## config.mk

```make
export PLATFORM = sky130hd
export DESIGN_NAME = frame_receiver_sum_check_flat
export DESIGN_NICKNAME = d
export VERILOG_FILES = /design/src/frsc_pkg.sv /design/src/frsc_if.sv /design/src/frame_receiver_sum_check.sv /design/src/flat_wrapper.sv
export SDC_FILE = /design/constraint.sdc
export NUM_CORES = 1
export LEC_CHECK = 0
export ABC_CLOCK_PERIOD_IN_PS = 2900
export BUFFER_PORTS_ARGS = -buffer_cell sky130_fd_sc_hd__buf_2
export CAP_MARGIN = 20
export CORE_MARGIN = 2
export CORE_UTILIZATION = 53
export DETAILED_ROUTE_END_ITERATION = 10
export MAX_ROUTING_LAYER = met4
export PLACE_DENSITY = 0.75
export SYNTH_ARGS = -nofsm -noshare
export SYNTH_HDL_FRONTEND = slang
export SYNTH_SLANG_ARGS = --single-unit
```

## constraint.sdc

```tcl
create_clock -name clk -period 2.9 [get_ports clk]
set_clock_uncertainty 0.15 [all_clocks]
set_input_delay 0.29 -clock clk [delete_from_list [all_inputs] [get_ports clk]]
set_output_delay 0.29 -clock clk [all_outputs]
set_load 0.02 [all_outputs]
```

## src/frsc_pkg.sv

```systemverilog
// Package for the frame receiver: field widths, frame marker bytes and status codes.
// No dependencies.
package frsc_pkg;

  localparam int BYTE_W = 8;

  localparam logic [BYTE_W-1:0] START_MARK = 8'h0F;
  localparam logic [BYTE_W-1:0] END_MARK   = 8'hF0;

  localparam logic STATUS_OK   = 1'b0;
  localparam logic STATUS_FAIL = 1'b1;

endpackage

```

## src/frsc_if.sv

```systemverilog
// Valid/ready channels: received bytes in, frame results out.
// Depends on frsc_pkg.
interface frsc_byte_if import frsc_pkg::*; ();
  logic              valid;
  logic              ready;
  logic [BYTE_W-1:0] rx_byte;

  modport source (output valid, output rx_byte, input ready);
  modport sink (input valid, input rx_byte, output ready);
endinterface

interface frsc_result_if import frsc_pkg::*; ();
  logic              valid;
  logic              ready;
  logic              status;
  logic [BYTE_W-1:0] frame_length;

  modport source (output valid, output status, output frame_length, input ready);
  modport sink (input valid, input status, input frame_length, output ready);
endinterface

```

## src/frame_receiver_sum_check.sv

```systemverilog
// Byte-stream frame receiver with an 8-bit sum check.
// Depends on frsc_pkg and the channel interfaces in frsc_if.sv.
//
// Channels: rx takes one received byte per transaction; result gives one
// frame result per transaction (status 0 ok / 1 fail, and the length byte).
// A frame is start 0x0F, length L, then L-1 more counted bytes, then the
// end byte. Bytes outside a frame are dropped. A zero length fails at once.
// Throughput: one byte per cycle while rx.ready is high; the count and sum
// update is a single add-and-compare between the state registers.
// Result path: the result for the byte that closes the frame is registered
// in the output register, or in the skid register while the output is held.
// Stall: results queue in an output register plus one skid register, so
// rx.ready stays high while one result waits; it drops only when both
// are full, and comes straight from a register.
// Reset: synchronous, clears the frame state and empties both result
// registers; rx.ready is high in the first cycle after reset.
module frame_receiver_sum_check import frsc_pkg::*; (
  input  logic         clk,
  input  logic         rst,
  frsc_byte_if.sink    rx,
  frsc_result_if.source result
);

  logic              in_frame, in_frame_next;
  logic [BYTE_W-1:0] byte_count, byte_count_next;
  logic [BYTE_W-1:0] frame_len, frame_len_next;
  logic [BYTE_W-1:0] running_sum, running_sum_next;

  logic              res_valid;
  logic              res_status;
  logic [BYTE_W-1:0] res_len;

  logic              out_valid, skid_valid;
  logic              out_status, skid_status;
  logic [BYTE_W-1:0] out_len, skid_len;

  logic accept, pop;

  assign rx.ready = !skid_valid;
  assign accept   = rx.valid && rx.ready;
  assign pop      = out_valid && result.ready;

  always_comb begin
    in_frame_next    = in_frame;
    byte_count_next  = byte_count;
    frame_len_next   = frame_len;
    running_sum_next = running_sum;
    res_valid        = 1'b0;
    res_status       = STATUS_FAIL;
    res_len          = frame_len;
    if (accept) begin
      if (!in_frame) begin
        if (rx.rx_byte == START_MARK) begin
          in_frame_next    = 1'b1;
          byte_count_next  = '0;
          running_sum_next = '0;
          frame_len_next   = '0;
        end
      end else if (byte_count == '0) begin
        frame_len_next   = rx.rx_byte;
        running_sum_next = rx.rx_byte;
        byte_count_next  = BYTE_W'(1);
        if (rx.rx_byte == '0) begin
          res_valid        = 1'b1;
          res_status       = STATUS_FAIL;
          res_len          = '0;
          in_frame_next    = 1'b0;
          byte_count_next  = '0;
          running_sum_next = '0;
        end
      end else if (byte_count == frame_len) begin
        res_valid        = 1'b1;
        res_status       = ((rx.rx_byte == END_MARK) && (running_sum == '0)) ?
                           STATUS_OK : STATUS_FAIL;
        res_len          = frame_len;
        in_frame_next    = 1'b0;
        byte_count_next  = '0;
        running_sum_next = '0;
      end else begin
        running_sum_next = running_sum + rx.rx_byte;
        byte_count_next  = byte_count + BYTE_W'(1);
      end
    end
  end

  always_ff @(posedge clk) begin
    if (rst) begin
      in_frame    <= 1'b0;
      byte_count  <= '0;
      frame_len   <= '0;
      running_sum <= '0;
    end else begin
      in_frame    <= in_frame_next;
      byte_count  <= byte_count_next;
      frame_len   <= frame_len_next;
      running_sum <= running_sum_next;
    end
  end

  // output register with one skid entry; skid only fills while out is held
  always_ff @(posedge clk) begin
    if (rst) begin
      out_valid  <= 1'b0;
      skid_valid <= 1'b0;
    end else if (!out_valid || pop) begin
      if (skid_valid) begin
        out_valid   <= 1'b1;
        out_status  <= skid_status;
        out_len     <= skid_len;
        skid_valid  <= 1'b0;
      end else begin
        out_valid   <= res_valid;
        out_status  <= res_status;
        out_len     <= res_len;
      end
    end else if (res_valid) begin
      skid_valid  <= 1'b1;
      skid_status <= res_status;
      skid_len    <= res_len;
    end
  end

  assign result.valid        = out_valid;
  assign result.status       = out_status;
  assign result.frame_length = out_len;

endmodule

```

## src/flat_wrapper.sv

```systemverilog
// flat-port wrapper written by rule: the top's interface ports become plain ports
module frame_receiver_sum_check_flat import frsc_pkg::*;
  (clk, rst, rx_valid, rx_rx_byte, rx_ready, result_valid, result_status, result_frame_length, result_ready);
  frsc_byte_if rx_i ();
  frsc_result_if result_i ();
  input  logic clk;
  input  logic rst;
  input wire logic [$bits(rx_i.valid)-1:0] rx_valid;
  input wire logic [$bits(rx_i.rx_byte)-1:0] rx_rx_byte;
  output wire logic [$bits(rx_i.ready)-1:0] rx_ready;
  output wire logic [$bits(result_i.valid)-1:0] result_valid;
  output wire logic [$bits(result_i.status)-1:0] result_status;
  output wire logic [$bits(result_i.frame_length)-1:0] result_frame_length;
  input wire logic [$bits(result_i.ready)-1:0] result_ready;
  assign rx_i.valid = rx_valid;
  assign rx_i.rx_byte = rx_rx_byte;
  assign rx_ready = rx_i.ready;
  assign result_valid = result_i.valid;
  assign result_status = result_i.status;
  assign result_frame_length = result_i.frame_length;
  assign result_i.ready = result_ready;
  frame_receiver_sum_check u_core (.clk(clk), .rst(rst), .rx(rx_i), .result(result_i));
endmodule
```

# Word-level counts from Yosys, hierarchy flattened
# Cells that the tools add are included.
# word_totals
elab_cells,66
reg_bits,45
input_bits,12
out_inout_bits,11
# classes
bitwise_logic,2
n_mux,33
eq_ne,4
n_reduce_logical,15
addsub,2
# ops
operator,n
$mux 8,15
$logic_not 8->1,3
$mux 1,18
$add 8x1->8 const B,1
$add 8x8->8,1
$eq 8x4->1 const B,1
$eq 8x8->1,1
$eq 8x8->1 const B,1
$reduce_and 3->1,2
$reduce_and 2->1,2
$logic_and 1x1->1,3
$logic_not 1->1,2
$ne 2x2->1 const B,1
$not 1->1,2
$reduce_bool 2->1,1
$reduce_or 2->1,1
$logic_or 1x1->1,1

# Depth between registers and ports, before layout
# Gate-level depths: netlist (run 1).
# depth
ltp_word,8
mapped_depth,8
depth_no_buf,7

# Least setup slack after synthesis (run 1)
# Ideal clock, no wire load.
# synth_timing
path_type,register to register
from,register u_core.byte_count[0]
to,"register u_core.skid_len[0], enable pin"
setup_ns,0.387
period_less_slack_ns,2.834
path_stages_with_launch,8
path_buffers,0
t_arrival_ns,2.297
path_slack_ns,0.066
path_cell_list,dfxtp_1 -> inv_1 -> ha_1 -> or4b_4 -> nor4_1 -> a31oi_1 -> nand2b_1 -> nor3_1
# synth_via
elab_chain_cells,6
# synth_lines
element,line,rtl
from (decl),frame_receiver_sum_check.sv:25,"logic [BYTE_W-1:0] byte_count, byte_count_next;"
from (signal assigned),frame_receiver_sum_check.sv:94,byte_count <= byte_count_next;
$eq 8x8->1,frame_receiver_sum_check.sv:71,end else if (byte_count == frame_len) begin
$mux 1,frame_receiver_sum_check.sv:71,
$mux 1 (*),frame_receiver_sum_check.sv:59,end else if (byte_count == '0) begin
$mux 1 (*),frame_receiver_sum_check.sv:52,if (!in_frame) begin
$mux 1 (*),frame_receiver_sum_check.sv:51,if (accept) begin
$reduce_and 3->1 (no source line) (*),-,
to (signal assigned),frame_receiver_sum_check.sv:119,skid_len <= res_len;
to (decl),frame_receiver_sum_check.sv:35,"logic [BYTE_W-1:0] out_len, skid_len;"
# Every way passes the cells marked *; elsewhere a longest branch is shown, timed or not.
# A chain may end at the register's enable or synchronous reset.

# Final worst setup path (run 1)
# Ends and elaborated chain as after synthesis.

==> out/results.ini, run 1 <==
[run_status]
outcome=completed

[floorplan]
row_count=24
io-pin-count=23
die_y_um=71.7
die_w_um=71.7
core_mm2=0.00438
die-area_mm2=0.00513
floorplan.initialDensity_pct=55.3

[worst_setup_path]
cp_slowest_cell=or4b_4
cp_data_required_time_ns=2.77
critical_path_class=reg -> reg
critical_path.cell_chain=inv_1, ha_1, or4b_4, nor4_1, a31oi_1, nand2b_1, nor3_1, buf_4
cp-start-kind=register
reg2regPathDepth=8
end_kind=register
cp.arrival_ns=2.36
reg2reg_slack_ns=0.40
critPathMaxStageDelay_ns=0.50
r2r-end=u_core.skid_len[0]
reg2reg_from=u_core.byte_count[0]
critPathMaxFanout=9

[final_layout]
layout-drive-gt1-share_pct=22.4
fin_nets=284
design_area_mm2=0.00271
syn2layout_area_growth_pct=11.5
diodes=0

[power]
p_int_w=0.000852
power.density_mw_per_mm2=415
peakVddDrop_mv=0.208
clockPowerShare_pct=35.9
pwr-share-seq_pct=58.7
switchingPower_w=0.000271
pwr-share-comb_pct=5.5
leakage_nw=1.09
p_sw_share_pct=24.1

[logic_synthesis]
syn_inst=234
async_flop_share_pct=0
yosysWarnings=0
yosysUniqueCellTypes=56
synth-compound-area-share_pct=17.5
synthAdderAreaFrac_pct=5.47
synthMuxAreaShare_pct=4.13
ys_seq_area_share_pct=44.6
syn_nets=256
synthesis.area_mm2=0.00243
ys_ff_latch=45
syn_area_per_cell_um2=10.4
synth_top_family_by_area=simple AND/OR/NAND/NOR gates
ys.flop_type=dfxtp_1
synth_xor_xnor_area_share_pct=4.33
yosys.area_share.simple_pct=22.1
synth_edf_count=18

[min_path]
whs_path_depth=3
holdPathEnd=u_core.frame_len[2]
min_path_type=in -> reg
hp-start=rx_rx_byte[2]

[job]
drv_cap=0

[sta]
worstMarginPinSlew_ns=0.736
min_period_ns=2.50
fmax_mhz=401
period_share_pct=86.1
slew_viol_final=0
setup_violations=0
final_hold_viol_count=0
rsz0062_at_grt=false
max_slew_margin_pct=50.9
finalSetupTns_ns=0

[cts]
numCtsBuffers=5
cts-root-buf=clkbuf_8
cts_resized=0
clk_path_buf_depth=2
cts_tree=built
path_clk_slew_ns=0.09
htreeDepth=2
ctsHoldBuffers=0
post_cts_buffers=0
clkLatencyLatePin_ns=0.31
clock_sinks=45

[routing]
antenna_left=0
totalWireLength_mm=5.19
drc=0
vias=1932
drt_pass1_iterations=4
drt_first_iter_violations=111
wl_per_cell_um=16.5
post_drt_via_cell_ratio=6.13

[global_routing]
grt_max_degree=34
grt_pass1_vias=1735
grt_pass1_wl_mm=8.40
grt_overflow=0
grtUsageTotal_pct=21.8
antenna_found_initial=0

[placed_design]
dpl.hpwl_mm=3.84
place_area_mm2=0.00261
globalplace.congestion=0.917
port_buffers=22

## metrics by stage
stage / total power (W) / std cells / hold WS, ns / utilization (%) / setup WS (ns)
6_report: 0.00112 / 315 / 0.169 / 61.7 / 0.405
5_1_grt: 0.00116 / 315 / 0.165 / 61.7 / 0.276
4_1_cts: 0.00113 / 315 / 0.158 / 61.7 / 0.409
3_5_place_dp: 0.000734 / 307 / 0.359 / 59.6 / 0.439
3_3_place_gp: 0.000733 / 307 / 0.345 / 59.6 / 0.469
2_1_floorplan: 0.000708 / 234 / 0.286 / - / 0.0664
## layout by cell type (no fill, tap or decap), types with 6 or more instances in the layout
| master | count |
|---|---|
| nand2b_1 | 6 |
| nor2_1 | 18 |
| a21oi_1 | 10 |
| dfxtp_1 | 27 |
| buf_4 | 6 |
| xor2_1 | 9 |
| buf_2 | 22 |
| nand2_1 | 13 |
| a22oi_1 | 13 |
| a211oi_1 | 6 |
| mux2_2 | 8 |
| edfxtp_1 | 18 |
| and2_4 | 8 |
| ha_1 | 9 |
## worst max path at each step
stage | start | to | slack, ns | cells past startpoint
after floorplan | u_core.byte_count[0] | u_core.skid_len[0] | 0.07 | 7
after global placement | u_core.byte_count[0] | u_core.skid_len[0] | 0.47 | 8
after detailed placement | u_core.byte_count[0] | u_core.skid_len[2] | 0.44 | 8
after CTS | u_core.byte_count[0] | u_core.skid_len[0] | 0.41 | 8
after global routing | u_core.byte_count[0] | u_core.skid_len[0] | 0.28 | 8
final | u_core.byte_count[0] | u_core.skid_len[0] | 0.40 | 8
## area by class of cell
cell class,instances,area [um2]
inverters,3,11.3
fillers,367,1680
flip-flops and latches,45,1080
clock inverters,3,25.0
repair buffers,28,155
clock buffers,5,68.8
multi-input cells,179,1300
well taps,52,65.1
## Yosys cell counts, drive strengths merged (4+ instances only)
| cell type | instances | share of area, % |
|---|---|---|
| nor2b | 4 | 1.0 |
| a21oi | 10 | 2.1 |
| a211oi | 7 | 2.4 |
| o21ai | 9 | 2.0 |
| edfxtp | 18 | 22 |
| nand2b | 6 | 1.5 |
| nor2 | 18 | 2.8 |
| nand3 | 6 | 1.4 |
| mux2 | 8 | 3.7 |
| a22oi | 13 | 4.0 |
| a31oi | 4 | 1.0 |
| clkbuf | 5 | 0.77 |
| dfxtp | 27 | 22 |
| nand2 | 13 | 2.0 |
| nor4 | 6 | 1.8 |
| xor2 | 9 | 3.2 |
| nor3 | 5 | 1.5 |
| and2 | 8 | 2.9 |
| ha | 9 | 4.6 |
## worst max-delay path: cells and delay by family, from the launching register on
| family | cells | cell delay (ns) |
|---|---|---|
| AND/OR/NAND/NOR | 4 | 1.18 |
| flip-flops | 1 | 0.35 |
| buffers and inverters | 2 | 0.30 |
| adder cells (fa/ha/maj) | 1 | 0.14 |
| AO/OA/AOI/OAI | 1 | 0.09 |
## per-layer routing
layer / vias to the layer above / GRT usage (%) / wire length [um] / part of all wire (%)
met1: 910 / 28.6 / 2300 / 44
met4: 0 / 9.01 / 112 / 2.2
met5: - / - / 0 / 0
met3: 10 / 3.09 / 204 / 3.9
met2: 58 / 34.2 / 2570 / 49
li1: 954 / - / - / -
## power by group through the flow
stage	clock, W	combinational (W)	sequential [W]
6_report	0.000403	0.0000613	0.000659
5_1_grt	0.000433	0.0000675	0.000659
4_1_cts	0.000408	0.0000612	0.000659
3_5_place_dp	0	0.0000611	0.000673
3_3_place_gp	0	0.0000602	0.000673
2_1_floorplan	0	0.0000289	0.000679
## cells by family after synthesis
kind of cell / Yosys count
xor+xnor: 12
simple gates: 87
mux: 9
compound gates: 61
buf+inv: 10
flops: 45
fa+ha+maj: 10
## flip-flops by register name, indices dropped and copies added (netlist names)
name	count
u_core.frame_len	8
u_core.result.frame_length	8
u_core.in_frame	1
u_core.skid_status	1
u_core.skid_len	8
u_core.result.status	1
u_core.byte_count	8
u_core.result.valid	1
u_core.running_sum	8
u_core.skid_valid	1
Power figures use the tool's default switching activity.
==> run 2, diff against run 1 <==
--- a/config.mk
+++ b/config.mk
@@ -8,7 +8,6 @@
 export ABC_CLOCK_PERIOD_IN_PS = 2900
 export BUFFER_PORTS_ARGS = -buffer_cell sky130_fd_sc_hd__buf_2
 export CAP_MARGIN = 20
-export CORE_MARGIN = 2
 export CORE_UTILIZATION = 53
 export DETAILED_ROUTE_END_ITERATION = 10
 export MAX_ROUTING_LAYER = met4
==> out/results.ini, run 2 (synthesis results as in run 1) <==
[run_status]
outcome=completed

[worst_setup_path]
critPathMaxFanout=9
end_kind=register
cp-start-kind=register
critical_path_class=reg -> reg
cp.arrival_ns=2.37
cp_data_required_time_ns=2.76

[routing]
drt_first_iter_violations=109
antenna_left=0
drc=0
drt_pass1_iterations=4
vias=1917
post_drt_via_cell_ratio=6.09
totalWireLength_mm=5.22
wl_per_cell_um=16.6

[sta]
fmax_mhz=399
max_slew_margin_pct=47.4
slew_viol_final=0
final_hold_viol_count=0
worstMarginPinSlew_ns=0.788
finalSetupTns_ns=0
setup_violations=0
rsz0062_at_grt=false
holdWs_ns=0.173
period_share_pct=86.4
min_period_ns=2.50

[power]
peakVddDrop_mv=0.260
p_sw_share_pct=24.0
switchingPower_w=0.000269
p_int_w=0.000849
pwr-share-comb_pct=5.5
clockPowerShare_pct=35.6
power_w=0.00112
pwr-share-seq_pct=58.9
power.density_mw_per_mm2=414
leakage_nw=1.09

[floorplan]
io-pin-count=23
row_count=24
die_w_um=69.7
die_y_um=69.7
die-area_mm2=0.00485
core_mm2=0.00438
floorplan.initialDensity_pct=55.3

[placed_design]
port_buffers=22
globalplace.congestion=0.935
dpl.hpwl_mm=3.90

[final_layout]
diodes=0
final_common_cell=dfxtp_1
nFillCells=368
layout-drive-gt1-share_pct=22.4
syn2layout_area_growth_pct=11.3
fin_nets=284
most-common-layout-cells=dfxtp_1, buf_2, nor2_1, edfxtp_1

[cts]
htreeDepth=2
clk_path_buf_depth=2
cts_resized=0
clock_sinks=45
cts-root-buf=clkbuf_8
post_cts_buffers=0
path_clk_slew_ns=0.09
ctsHoldBuffers=0
cts_tree=built
clkLatencyLatePin_ns=0.31
numCtsBuffers=5

[global_routing]
grtUsageTotal_pct=23.7
grt_overflow=0
grt_pass1_wl_mm=8.79
grt_pass1_vias=1819
grt_max_degree=34
antenna_found_initial=0

[min_path]
min_path_type=in -> reg

[job]
drv_cap=0

[run 2: changes by cell type in the layout (fill, tap and decap cells not counted)]
cell,change
clkinv_2,+1
clkinv_4,-1
[run 2: final cells by class]
cell class	instances	area, um2	share of cell area [%]
timing repair buffer	28	155	5.74
inverter	3	11.3	0.417
clock inverter	3	21.3	0.787
tap	52	65.1	2.41
sequential	45	1080	40.0
clock buffer	5	68.8	2.55
multi-input combinational	179	1300	48.1
[run 2: critical path: stages, from the launching register on]
cell      delay [ns]
dfxtp_1         0.35
inv_1           0.09
ha_1            0.13
or4b_4          0.50
nor4_1          0.29
a31oi_1         0.09
nand2b_1        0.20
nor3_1          0.18
buf_4           0.21
[run 2: path summary, 6_finish.rpt]
kind	from	end	slack [ns]	cells after the start
worst max-delay path	u_core.byte_count[0]	u_core.skid_len[7]	0.40	8
worst max register to register	u_core.byte_count[0]	u_core.skid_len[7]	0.40	8
worst min-delay path	rx_rx_byte[2]	u_core.frame_len[2]	0.17	3
worst min register to register	u_core.frame_len[4]	u_core.frame_len[4]	0.36	2
[run 2: power groups by stage]
stage               Combinational [W]  Sequential [W]  Clock [W]
floorplan                   0.0000289        0.000679          0
global placement            0.0000600        0.000673          0
detailed placement          0.0000608        0.000674          0
CTS                         0.0000608        0.000659   0.000400
global route                0.0000671        0.000659   0.000424
finish                      0.0000610        0.000659   0.000398
[run 2: through the flow]
| stage | area, um2 | instances | utilization, % | worst slack [ns] |
|---|---|---|---|---|
| after floorplan | 2430 | 234 | - | 0.0664 |
| after global placement | 2610 | 307 | 59.6 | 0.468 |
| after detailed placement | 2610 | 307 | 59.6 | 0.407 |
| after CTS | 2700 | 315 | 61.6 | 0.390 |
| after global routing | 2700 | 315 | 61.6 | 0.243 |
| final | 2700 | 315 | 61.6 | 0.396 |
[run 2: routing by layer]
layer,wire length (um),share of wire (%),track usage (%)
met1,2370,45,29.8
met2,2580,49,38.5
met3,202,3.9,4.36
met4,65,1.2,8.22
met5,0,0,-
==> run 3, diff against run 2 <==
--- a/config.mk
+++ b/config.mk
@@ -11,7 +11,7 @@
 export CORE_UTILIZATION = 53
 export DETAILED_ROUTE_END_ITERATION = 10
 export MAX_ROUTING_LAYER = met4
-export PLACE_DENSITY = 0.75
+export PLACE_DENSITY = 0.85
 export SYNTH_ARGS = -nofsm -noshare
 export SYNTH_HDL_FRONTEND = slang
 export SYNTH_SLANG_ARGS = --single-unit
==> out/results.ini, run 3 (synthesis results as in run 1) <==
[cts]
ctsHoldBuffers=0
cts_resized=0
cts-root-buf=clkbuf_8
numCtsBuffers=5
path_clk_slew_ns=0.09
post_cts_buffers=0
cts_tree=built
clock_sinks=45
htreeDepth=2
clk_path_buf_depth=2
clkLatencyLatePin_ns=0.30

[routing]
drt_first_iter_violations=163
antenna_left=0
drt_pass1_iterations=5
totalWireLength_mm=5.17
vias=2025
wl_per_cell_um=16.4
drc=0
post_drt_via_cell_ratio=6.43

[worst_setup_path]
reg2regPathDepth=7
cp_slowest_cell=a21oi_1
reg2reg_slack_ns=0.31
critPathMaxStageDelay_ns=0.78
path_buf_inv=1
r2r-end=u_core.byte_count[7]
startpoint=u_core.byte_count[0]
reg2reg_from=u_core.byte_count[0]
critPathCapture=u_core.byte_count[7]
end_kind=register
critPathMaxFanout=13
critical_path.cell_chain=inv_1, ha_1, or4b_4, o21ai_2, a21oi_1, or4b_1, nand3_1
crit_family=compound AO/OA/AOI/OAI gates
cp.arrival_ns=2.68
cp_data_required_time_ns=3.00
critical_path_class=reg -> reg
worst-path-stages=7
cp-start-kind=register

[floorplan]
core_mm2=0.00438
floorplan.initialDensity_pct=55.3
die_w_um=69.7
row_count=24
die-area_mm2=0.00485
io-pin-count=23
die_y_um=69.7

[sta]
finalSetupTns_ns=0
final_hold_viol_count=0
min_period_ns=2.59
period_share_pct=89.1
setup_violations=0
worstMarginPinSlew_ns=0.997
slew_viol_final=0
rsz0062_at_grt=false
fmax_mhz=387
max_slew_margin_pct=33.5

[global_routing]
grt_overflow=0
antenna_found_initial=0
grtUsageTotal_pct=22.6
grt_pass1_vias=1808
grt_max_degree=18
grt_pass1_wl_mm=8.56

[placed_design]
globalplace.congestion=0.902
port_buffers=22
dpl.hpwl_mm=3.86

[final_layout]
fin_nets=284
fin_util_pct=61.6
multi_input_area_mm2=0.00130
layout-drive-gt1-share_pct=22.4
seqCellArea_mm2=0.00108
most-common-layout-cells=dfxtp_1, buf_2, nor2_1, edfxtp_1
final_common_cell=dfxtp_1
diodes=0
syn2layout_area_growth_pct=11.3
nFillCells=349

[power]
power.density_mw_per_mm2=413
leakage_nw=1.09
peakVddDrop_mv=0.253

[min_path]
min_path_type=in -> reg

[job]
drv_cap=0

[run_status]
outcome=completed

==> run 3: cell counts in the layout (fill, tap and decap cells not counted) <==
No cell type changed its count.
==> run 3: how the worst min path moves through the flow <==
| stage | startpoint | endpoint | slack (ns) | depth (start not counted) |
|---|---|---|---|---|
| 5_1_grt | rx_rx_byte[2] | u_core.frame_len[2] | 0.14 | 3 |
| 3_3_place_gp | u_core.frame_len[4] | u_core.frame_len[4] | 0.35 | 2 |
| 4_1_cts | rx_rx_byte[2] | u_core.frame_len[2] | 0.12 | 3 |
| 6_report | rx_rx_byte[2] | u_core.frame_len[2] | 0.14 | 3 |
| 2_1_floorplan | rx_rx_byte[1] | u_core.running_sum[1] | 0.29 | 2 |
| 3_5_place_dp | u_core.frame_len[4] | u_core.frame_len[4] | 0.35 | 2 |
==> run 3: layer usage <==
metal | up-vias | routed length, um | part of all wire [%] | GRT usage (%)
li1 | 959 | - | - | -
met1 | 953 | 2200 | 43 | 29.5
met2 | 100 | 2480 | 48 | 36.1
met3 | 13 | 381 | 7.4 | 4.22
met4 | 0 | 104 | 2.0 | 6.67
met5 | - | 0 | 0 | -
==> run 3: cell type report <==
class,count,share of cell area [%]
Sequential cell,45,40.0
Clock buffer,5,2.55
Clock inverter,3,0.787
Timing Repair Buffer,28,5.74
Inverter,3,0.417
Multi-Input combinational cell,179,48.1
Tap cell,52,2.41
==> run 3: stage by stage <==
step                instances  cell area, um2  power, W  setup WS [ns]  hold slack, ns
floorplan                 234            2430  0.000708         0.0664           0.286
global placement          307            2610  0.000735          0.425           0.347
detailed placement        307            2610  0.000735          0.355           0.345
CTS                       315            2700   0.00112          0.344           0.124
global route              315            2700   0.00115          0.147           0.140
finish                    315            2700   0.00111          0.315           0.136
==> run 3: power by group <==
group	total, W	internal (W)	switching (W)
clock	0.000393	0.000171	0.000222
combinational	0.0000636	0.0000215	0.0000422
sequential	0.000658	0.000658	0.000000973
total	0.00111	0.000850	0.000265
==> run 3: worst reg2reg max path: cells and delay by family (launching register included) <==
kind            cells  cell delay, ns
flops               1            0.40
buf+inv             1            0.09
simple gates        3            0.81
compound gates      2            0.88
fa+ha+maj           1            0.19
